$ cat config.mk
export PLATFORM = sky130hd
export DESIGN_NAME = dmc_front
export DESIGN_NICKNAME = d
export VERILOG_FILES = /design/src/hw/rtl/dmc_pkg.sv /design/src/hw/rtl/dmc_front.sv
export SDC_FILE = /design/constraint.sdc
export NUM_CORES = 1
export LEC_CHECK = 0
export BUFFER_PORTS_ARGS = -buffer_cell sky130_fd_sc_hd__buf_2
export CAP_MARGIN = 5
export CORE_UTILIZATION = 40
export CTS_CLUSTER_DIAMETER = 200
export CTS_CLUSTER_SIZE = 20
export DETAILED_ROUTE_END_ITERATION = 8
export GPL_ROUTABILITY_DRIVEN = 0
export GPL_TIMING_DRIVEN = 0
export SYNTH_ARGS = -nofsm -noshare
export SYNTH_HDL_FRONTEND = slang
export SYNTH_SLANG_ARGS = --single-unit
$ cat constraint.sdc
create_clock -name clk_i -period 2.8 [get_ports clk_i]
set_input_delay 0.56 -clock clk_i [delete_from_list [all_inputs] [get_ports clk_i]]
set_output_delay 0.56 -clock clk_i [all_outputs]
set_load 0.02 [all_outputs]
$ cat src/hw/rtl/dmc_pkg.sv
package dmc_pkg;

  // cache geometry
  localparam int unsigned LINES      = 4096;
  localparam int unsigned ADDR_W     = 32;
  localparam int unsigned BYTE_OFS_W = 2;
  localparam int unsigned IDX_W      = $clog2(LINES);
  localparam int unsigned TAG_W      = ADDR_W - BYTE_OFS_W - IDX_W;
  localparam int unsigned CNT_W      = 32;

  // queue between front and back
  localparam int unsigned QDEPTH = 2;
  localparam int unsigned QPTR_W = $clog2(QDEPTH);
  localparam int unsigned QCNT_W = $clog2(QDEPTH + 1);

  // access kind and write policy codes
  localparam logic FUNC_READ  = 1'b0;
  localparam logic FUNC_WRITE = 1'b1;
  localparam logic POLICY_WT  = 1'b0;
  localparam logic POLICY_WB  = 1'b1;

  typedef struct packed {
    logic              func;
    logic [ADDR_W-1:0] byte_address;
  } dmc_in_t;

  typedef struct packed {
    logic             hit;
    logic             mem_read;
    logic             mem_write;
    logic [CNT_W-1:0] hit_count;
    logic [CNT_W-1:0] miss_count;
    logic [CNT_W-1:0] read_count;
    logic [CNT_W-1:0] write_count;
  } dmc_out_t;

  // classified access as it waits in the queue
  typedef struct packed {
    logic             is_write;
    logic             wb;
    logic [IDX_W-1:0] idx;
    logic [TAG_W-1:0] tag;
  } dmc_item_t;

  // one row of the tag ram
  typedef struct packed {
    logic             valid;
    logic             dirty;
    logic [TAG_W-1:0] tag;
  } dmc_row_t;

  typedef enum logic [1:0] {
    ST_CLEAR,
    ST_IDLE,
    ST_LOOK
  } dmc_state_e;

endpackage

$ cat src/hw/rtl/dmc_front.sv
module dmc_front import dmc_pkg::*; (
  input  logic      clk_i,
  input  logic      rst_ni,
  input  logic      cfg_we_i,
  input  logic      cfg_wdata_i,
  input  logic      push_i,
  input  dmc_in_t   in_i,
  input  logic      hold_i,
  output logic      full_o,
  output logic      q_valid_o,
  output dmc_item_t q_item_o,
  input  logic      q_take_i
);

  logic              wb_q;
  dmc_item_t         slot_q [QDEPTH];
  logic [QPTR_W-1:0] wr_ptr_q, wr_ptr_d;
  logic [QPTR_W-1:0] rd_ptr_q, rd_ptr_d;
  logic [QCNT_W-1:0] cnt_q, cnt_d;
  dmc_item_t         item_d;
  logic              accept;

  always_ff @(posedge clk_i or negedge rst_ni) begin
    if (!rst_ni) begin
      wb_q <= POLICY_WT;
    end else if (cfg_we_i) begin
      wb_q <= cfg_wdata_i;
    end
  end

  // split the byte address into line index and tag
  always_comb begin
    item_d.is_write = (in_i.func == FUNC_WRITE);
    item_d.wb       = wb_q;
    item_d.idx      = in_i.byte_address[BYTE_OFS_W +: IDX_W];
    item_d.tag      = in_i.byte_address[ADDR_W-1 -: TAG_W];
  end

  assign full_o    = (cnt_q == QCNT_W'(QDEPTH)) || hold_i;
  assign accept    = push_i && !full_o;
  assign q_valid_o = (cnt_q != '0);
  assign q_item_o  = slot_q[rd_ptr_q];

  always_comb begin
    wr_ptr_d = accept   ? wr_ptr_q + 1'b1 : wr_ptr_q;
    rd_ptr_d = q_take_i ? rd_ptr_q + 1'b1 : rd_ptr_q;
    cnt_d    = cnt_q + QCNT_W'(accept) - QCNT_W'(q_take_i);
  end

  always_ff @(posedge clk_i or negedge rst_ni) begin
    if (!rst_ni) begin
      wr_ptr_q <= '0;
      rd_ptr_q <= '0;
      cnt_q    <= '0;
    end else begin
      wr_ptr_q <= wr_ptr_d;
      rd_ptr_q <= rd_ptr_d;
      cnt_q    <= cnt_d;
    end
  end

  always_ff @(posedge clk_i) begin
    if (accept) begin
      slot_q[wr_ptr_q] <= item_d;
    end
  end

  a_cnt_bound: assert property (@(posedge clk_i) disable iff (!rst_ni)
    cnt_q <= QCNT_W'(QDEPTH))
    else $error("queue count out of range");

  a_take_nonempty: assert property (@(posedge clk_i) disable iff (!rst_ni)
    q_take_i |-> cnt_q != '0)
    else $error("take from empty queue");

  a_no_accept_hold: assert property (@(posedge clk_i) disable iff (!rst_ni)
    hold_i |=> cnt_q == $past(cnt_q) - QCNT_W'($past(q_take_i)))
    else $error("item entered queue during clearing");

endmodule

After elaboration in Yosys (flattened, before gate mapping):

Memory sizes are Yosys's and may differ from the RTL's.
Index checks and enable logic that the tools add are counted.

* memories kept: 1
* logic and storage cells: 16
* input port bits: 40
* output and inout bits: 34
* register bits after elaboration: 5
* RAM bits: 64

* add/sub/neg operators: 4
* muxes and demuxes: 2
* equality and inequality tests: 1
* reductions and logical operators: 4

Memory list
* slot_q: words 2, width 32, rd ports 1, clocked after Yosys merged registers in 0, wr ports 1, line dmc_front.sv:16 `dmc_item_t slot_q [QDEPTH];`

Operators with widths (number)
* $add 1x1->1 const B: 2
* $add 2x1->2: 1
* $eq 2x2->1 const B: 1
* $mux 1: 2
* $reduce_bool 2->1: 1
* $sub 2x1->2: 1
* $logic_and 1x1->1: 1
* $logic_not 1->1: 1
* $logic_or 1x1->1: 1

Longest topological paths before layout:

Gate-level depths: netlist of run 1.

* word-level depth: 6
* mapped depth: 7
* mapped depth without buffers: 7

Least setup slack after synthesis of run 1:

OpenSTA, ideal clock, no wires.

* kind: in2reg
* start: input hold_i
* end: memory slot_q[0][0] (netlist bit), enable pin
* arrival: 2162 ps
* cell stages on the path: 2
* setup slack: 217 ps
* required time: 2379 ps
* library setup time: 421 ps
* path buffers: 0
* path through: nand3b_1 > nor2_1

* word-level cells in the longest chain between the ends: 5

RTL lines
* start: declaration: line dmc_front.sv:8 `input logic hold_i,`
* $logic_or 1x1->1: line dmc_front.sv:39 `assign full_o = (cnt_q == QCNT_W'(QDEPTH)) || hold_i;`
* $logic_not 1->1: line dmc_front.sv:40 `assign accept = push_i && !full_o;`
* $logic_and 1x1->1: line dmc_front.sv:40
* $mux 1: line dmc_front.sv:63 `if (accept) begin`
* $mux 1 (implied by the code): line dmc_front.sv:64 `slot_q[wr_ptr_q] <= item_d;`
* end: declaration: line dmc_front.sv:16

Every way passes these cells.

==> results of run 1 <==
==> layout make-up <==
class,count,area [um^2]
plain buffers,4,71.3
flip-flops and latches,69,2050
fillers,545,3070
repair buffers,71,355
well taps,77,96.3
inverters,2,7.51
multi-input cells,45,589
clock buffers,10,128
clock inverters,6,53.8
==> flip-flops by register name (all words and copies together) (netlist names) <==
name      cells
rd_ptr_q      1
cnt_q         2
wr_ptr_q      1
slot_q       64
wb_q          1
==> kinds of logic after synthesis <==
group / share of synthesized area
xor+xnor: 0.0130
fa+ha+maj: 0.00927
buf+inv: 0.0292
flops: 0.758
mux: 0.178
simple gates: 0.0125
==> layer usage <==
metal  GRT usage  up-vias  share of wire
met4      0.0658        0          0.015
met2       0.235       41           0.52
li1            -      625              -
met5           0        -              0
met1       0.152      638           0.41
met3      0.0600        8          0.059
==> report_power, final <==
part           switching [mW]  leakage [nW]  internal [mW]
registers              0.0531         0.643           1.29
logic                   0.589         0.616          0.559
clock network           0.356        0.0888          0.401
==> worst paths after layout <==
path	to	slack, ns	cells past startpoint
max in group asynchronous	rd_ptr_q	2.64	1
hold reg to reg	slot_q[0][30]	0.49	0
hold / removal	cnt_q[0]	0.02	1
setup reg to reg	slot_q[1][23]	0.81	3
min in group clk_i	slot_q[1][2]	0.41	1
setup / recovery	q_item_o[1]	0.78	4
==> Yosys cell counts (2+ instances only) <==
library cell | n | area [um^2]
edfxtp_1 | 64 | 1920
mux2_4 | 29 | 435
dfrtp_1 | 5 | 125
mux2_2 | 4 | 45.0
buf_12 | 3 | 60.1
xnor2_1 | 3 | 26.3
ha_1 | 2 | 25.0
inv_1 | 2 | 7.51
nand2b_1 | 2 | 12.5
nor2_1 | 2 | 7.51
==> out/qor_table.md, run 1 <==
| Item | Value | Unit |
|:---|:---|:---|
| F_max | 495 | MHz |
| Pin count of the biggest net entering global routing | 33 | - |
| Commonest cells after routing, fill and taps aside | buf_2 (71), edfxtp_1 (64), mux2_4 (29), clkbuf_8 (9), dfrtp_1 (5) | - |
| Total half-perimeter wirelength after legalization and detailed placement | 2980 | um |
| Leading register cell type out of synthesis | edfxtp_1 | - |
| Crit share post-route | 0.721 | - |
| Overflow after GRT | 0 | - |
| Dpl cells | 268 | - |
| Total track usage | 0.139 | - |
| Finished layout cell area | 3350 | um^2 |
| Setup skew after layout | 0.00838 | ns |
| Residual DRC count | 11 | - |
| Initial antenna violation count | 0 | - |
| Category of the worst setup path capture point | primary output | - |
| Smallest setup slack after layout | 0.780 | ns |
| Crit path max-delay family | buffers and inverters | - |
| Number of vias after detailed routing | 1312 | - |
| Count of state elements after synthesis | 69 | - |
| Syn_area_per_cell | 22.5 | um^2 |
| Final critical-path required period | 2.02 | ns |
| Worst R2R Start | cnt_q[1] | - |
| Critical Path RT | 2.24 | ns |
| Number of endpoints with negative hold slack in the final report | 0 | - |
| Clock latency on the worst-skew pair | 0.34 | ns |
| PostCTS Resize Cnt | 0 | - |
| Cell area after synthesis | 2700 | um^2 |
| Global-route wire length before repair | 7100 | um |
| Reported max-cap violation count | 0 | - |
| Finished Core Util | 0.521 | - |
| Number of inserted diodes | 0 | - |
| Leakage power summed over all cells | 1.35 | nW |
| Die Wd | 84.2 | um |
| Slowest cell on the critical path | dfrtp_1 | - |
| Sum of buffers and inverters on the critical path | 3 | - |
| Placement Setup Slack | 0.567 | ns |
| Nets@finish | 244 | - |
| Cts-stage hold buffer count | 0 | - |
| Placement row count | 29 | - |
| First element of the critical path | rd_ptr_q | - |
| Run status | finished with violations | - |
| Number of distinct library cells after synthesis | 14 | - |
| Number of DRC markers in iteration 0 | 75 | - |
| Data arrival at the endpoint of the critical path | 1.46 | ns |
| Core Region | 6420 | um^2 |
| Clock-pin transition on the worst setup and hold timing paths | 0.07 | ns |
| Worst-path cell chain | buf_6 > buf_12 > mux2_4 > buf_2 | - |
| Kind of start point of the critical path | flop | - |
| Height of the die | 84.2 | um |
| Crit-path max cell delay | 0.38 | ns |
| Number of clock buffers inserted by TritonCTS | 9 | - |
| Clk sinks | 69 | - |
| Final-report setup violation count | 0 | - |
| Leading cell type in the layout, fill and taps excluded | buf_2 | - |
| Final count of pins violating max slew | 0 | - |
| Power Dens Cells | 971 | nW/um^2 |
| Post-Route Setup TNS | 0 | ns |
| Die area | 7080 | um^2 |
| Clock buffer depth | 2 | - |
| Post-DP Area | 3170 | um^2 |
| TritonRoute pass-1 iters | 6 | - |
| Relative area change from synthesis to final layout | 24.0 | % |
| Unrepaired setup endpoints after global routing | false | - |
| Number of H-tree levels | 3 | - |
| Sequential element share of the synthesized area | 0.758 | - |
| Total I/O pin count | 74 | - |
| Number of buffers added on ports | 71 | - |
| Power consumption | 3.25 | mW |
| Kind of critical path | flop to primary output | - |
| Setup Buffers After CTS | 0 | - |
| Warnings, synthesis | 0 | - |
| FFs w/ async S/R, synth | 0.0725 | - |
| Violations in the final reports | design-rule violations | - |
| Cell Count, Final, Fillers Out | 284 | - |
| Initial Utilization | 0.420 | - |
| Routed length per placed instance | 15.7 | um |
| Remaining antenna violation count after routing | 0 | - |
| Peak supply drop | 0.396 | mV |
| Post-synth EDFFs | 64 | - |
| Worst Tran Pin Value | 0.961 | ns |
| Worst Hold Margin | 0.0201 | ns |
| Fraction of layout instances using a drive strength above 1 | 0.594 | - |
| Post-synthesis instance total | 120 | - |
| CTS tree | yes | - |
| Number of global-route vias before repair | 1458 | - |
| Vias per Instance | 4.62 | - |
| Max-Slew Margin vs Limit | 0.358 | - |
| Synthesized netlist net count | 162 | - |
| Biggest fanout along the worst timing path | 10 | - |
| Routed wire length | 4460 | um |
| Clock Tree Root | clkbuf_8 | - |
| Classification of the worst-slack hold path | input pin to async pin | - |
Note: power is estimated with default switching activity, not from simulation.
==> run 2, diff against run 1 <==
Clock period 2.8 ns to 1.95 ns, I/O delays scaled along.
==> run 2 against run 1 <==
  * The run ends with design-rule violations, negative setup slack left
  * Non-clock buffer count rose by 1
  * Total power rose by 44%
  * Design area rose by 0.52%
  * Utilization rose by 0.27 points
  * Clock power rose by 44%
  * First-iteration DRC count fell by 23%
  * Hold slack improved by 0.22 ns
  * Register-to-register slack got worse by 0.84 ns
  * Clock-buffer cell count did not move
  * Critical path depth fell by 1
  * Combinational power rose by 44%
  * Via count rose by 1.5%
  * Largest cell class unchanged
==> out/qor_table.md, run 2 (same netlist as run 1, synthesis figures left out) <==
| Item | Value | Unit | vs previous |
|:---|:---|:---|:---|
| Global-route wire length before repair | 7130 | um | was 7100 um |
| Number of vias after detailed routing | 1332 | - | was 1312 |
| Max-Slew Margin vs Limit | 0.359 | - | was 0.358 |
| Number of clock buffers inserted by TritonCTS | 9 | - | unchanged |
| Classification of the worst-slack hold path | input pin to flop | - | was input pin to async pin |
| Run status | finished with violations | - | unchanged |
| Setup Buffers After CTS | 0 | - | unchanged |
| Leading cell type in the layout, fill and taps excluded | buf_2 | - | unchanged |
| Unrepaired setup endpoints after global routing | true | - | was false |
| Total half-perimeter wirelength after legalization and detailed placement | 2980 | um | unchanged |
| Max reg flops | 64 | - | unchanged |
| Violations in the final reports | design-rule violations, negative setup slack | - | was design-rule violations |
| Core Region | 6420 | um^2 | unchanged |
| Height of the die | 84.2 | um | unchanged |
| Number of H-tree levels | 3 | - | unchanged |
| Dpl cells | 268 | - | unchanged |
| Register with the most flip-flops | slot_q | - | unchanged |
| Clock buffer depth | 2 | - | unchanged |
| Clock-pin transition on the worst setup and hold timing paths | 0.07 | ns | about the same |
| Relative area change from synthesis to final layout | 24.7 | % | was 24.0% |
| Initial antenna violation count | 0 | - | unchanged |
| Number of endpoints with negative hold slack in the final report | 0 | - | unchanged |
| Kind of start point of the critical path | flop | - | unchanged |
| Total track usage | 0.140 | - | was 0.139 |
| F_max | 505 | MHz |  |
| Final count of pins violating max slew | 0 | - | unchanged |
| Leakage power summed over all cells | 1.36 | nW | was 1.35 nW |
| Data arrival at the endpoint of the critical path | 1.94 | ns | was 1.46 ns |
| Total I/O pin count | 74 | - | unchanged |
| Overflow after GRT | 0 | - | unchanged |
| Largest registers | slot_q (64), cnt_q (2) | - | unchanged |
| Kind of critical path | flop to flop | - | was flop to primary output |
| Worst Tran Pin Value | 0.960 | ns | was 0.961 ns |
| Area occupied by multi-input gates | 597 | um^2 | was 589 um^2 |
| TritonRoute pass-1 iters | 6 | - | unchanged |
| Fill count | 544 | - | was 545 |
| Finished Core Util | 0.524 | - | was 0.521 |
| Nets@finish | 245 | - | was 244 |
| Net Switching | 1.44 | mW | was 0.998 mW |
| Routed wire length | 4480 | um | was 4460 um |
| Category of the worst setup path capture point | flop | - | was primary output |
| Power consumption | 4.69 | mW | was 3.25 mW |
| Biggest fanout along the worst timing path | 32 | - | was 10 |
| Smallest setup slack after layout | -0.0294 | ns | was 0.780 ns |
| Reported max-cap violation count | 0 | - | unchanged |
| Initial Utilization | 0.420 | - | unchanged |
| Peak supply drop | 0.595 | mV | was 0.396 mV |
| Number of global-route vias before repair | 1461 | - | was 1458 |
| Fraction of layout instances using a drive strength above 1 | 0.596 | - | was 0.594 |
| Setup skew after layout | 0.00925 | ns | was 0.00838 ns |
| Clock Tree Root | clkbuf_8 | - | unchanged |
| Vias per Instance | 4.67 | - | was 4.62 |
| Clock power share | 0.232 | - | was 0.233 |
| Power Dens Cells | 1390 | nW/um^2 | was 971 nW/um^2 |
| Cell internal pwr | 3.25 | mW | was 2.25 mW |
| Cell Count, Final, Fillers Out | 285 | - | was 284 |
| Final-report setup violation count | 64 | - | was 0 |
| Die Wd | 84.2 | um | unchanged |
| Remaining antenna violation count after routing | 0 | - | unchanged |
| Number of DRC markers in iteration 0 | 58 | - | was 75 |
| Crit share post-route | 1.02 | - |  |
| Clock latency on the worst-skew pair | 0.34 | ns | about the same |
| Pin count of the biggest net entering global routing | 33 | - | unchanged |
| CTS tree | yes | - | unchanged |
| Clk sinks | 69 | - | unchanged |
| Share of power burned in combinational logic | 0.354 | - | was 0.353 |
| Number of buffers added on ports | 71 | - | unchanged |
| Sw Ratio | 0.307 | - | about the same |
| Placement row count | 29 | - | unchanged |
| Residual DRC count | 11 | - | unchanged |
| Commonest cells after routing, fill and taps aside | buf_2 (71), edfxtp_1 (64), mux2_4 (29), clkbuf_8 (9), dfrtp_1 (5) | - | unchanged |
| Final critical-path required period | 1.98 | ns |  |
| Die area | 7080 | um^2 | unchanged |
| Number of inserted diodes | 0 | - | unchanged |
| Critical Path RT | 1.91 | ns | was 2.24 ns |
| Routed length per placed instance | 15.7 | um | about the same |
| Sequential fraction of design power | 0.414 | - | about the same |
| Flip-flop and latch area | 2050 | um^2 | unchanged |
==> run 2: cell types whose count changed in the layout (fill, tap and decap cells not counted), sizes merged <==
cell         change
dlygate4sd3      +1
==> run 2: path summary, 6_finish.rpt <==
kind,cells past startpoint,slack (ns),startpoint,end
min in group asynchronous,2,0.39,rst_ni,cnt_q[0]
max in group asynchronous,2,1.42,rst_ni,rd_ptr_q
worst max register to register,3,-0.03,cnt_q[1],slot_q[1][8]
worst min register to register,0,0.49,wb_q,slot_q[0][30]
worst max-delay path,3,-0.03,cnt_q[1],slot_q[1][8]
worst min-delay path,1,0.24,in_i[16],slot_q[0][2]
==> run 2: worst max-delay path: stages, from the launching register on <==
cell      delay [ns]
dfrtp_1         0.43
nand2b_4        0.09
nand3b_1        0.25
nor2_4          0.82
==> run 2: metal layers <==
layer | track usage | part of all wire
met5 | 0 | 0
met2 | 0.239 | 0.53
met1 | 0.149 | 0.40
met4 | 0.0658 | 0.015
met3 | 0.0600 | 0.059
==> run 2: stage by stage <==
stage	instance area, um^2	setup TNS (ns)	setup slack [ns]	hold WS [ns]
CTS	3360	-2.86	-0.0512	0.215
floorplan	2700	-30.27	-0.473	0.0944
global route	3370	-9.09	-0.156	0.216
finish	3370	-1.18	-0.0294	0.236
global placement	3150	-80.68	-1.26	0.207
detailed placement	3170	-6.60	-0.113	0.214
==> run 2: power groups by stage <==
stage	registers (mW)	logic, mW	clock network [mW]
2_1_floorplan	1.94	1.27	0
3_3_place_gp	1.96	1.64	0
3_5_place_dp	1.97	1.68	0
4_1_cts	1.94	1.68	1.12
5_1_grt	1.96	1.77	1.19
6_report	1.94	1.66	1.09
==> run 2: layout make-up <==
cell class / instances / share of cell area
Multi-Input combinational cell: 45 / 0.177
Buffer: 4 / 0.0212
Tap cell: 77 / 0.0286
Clock buffer: 10 / 0.0379
Sequential cell: 69 / 0.608
Inverter: 2 / 0.00223
Clock inverter: 6 / 0.0160
Timing Repair Buffer: 72 / 0.109
==> run 2: timing repair <==
action | in CTS | in global routing
hold buffers | 1 | 0
setup endpoints to repair | 64 | 64
resized for setup | 0 | 1
endpoints found under the hold margin | 5 | 0
pin swaps | 2 | 0
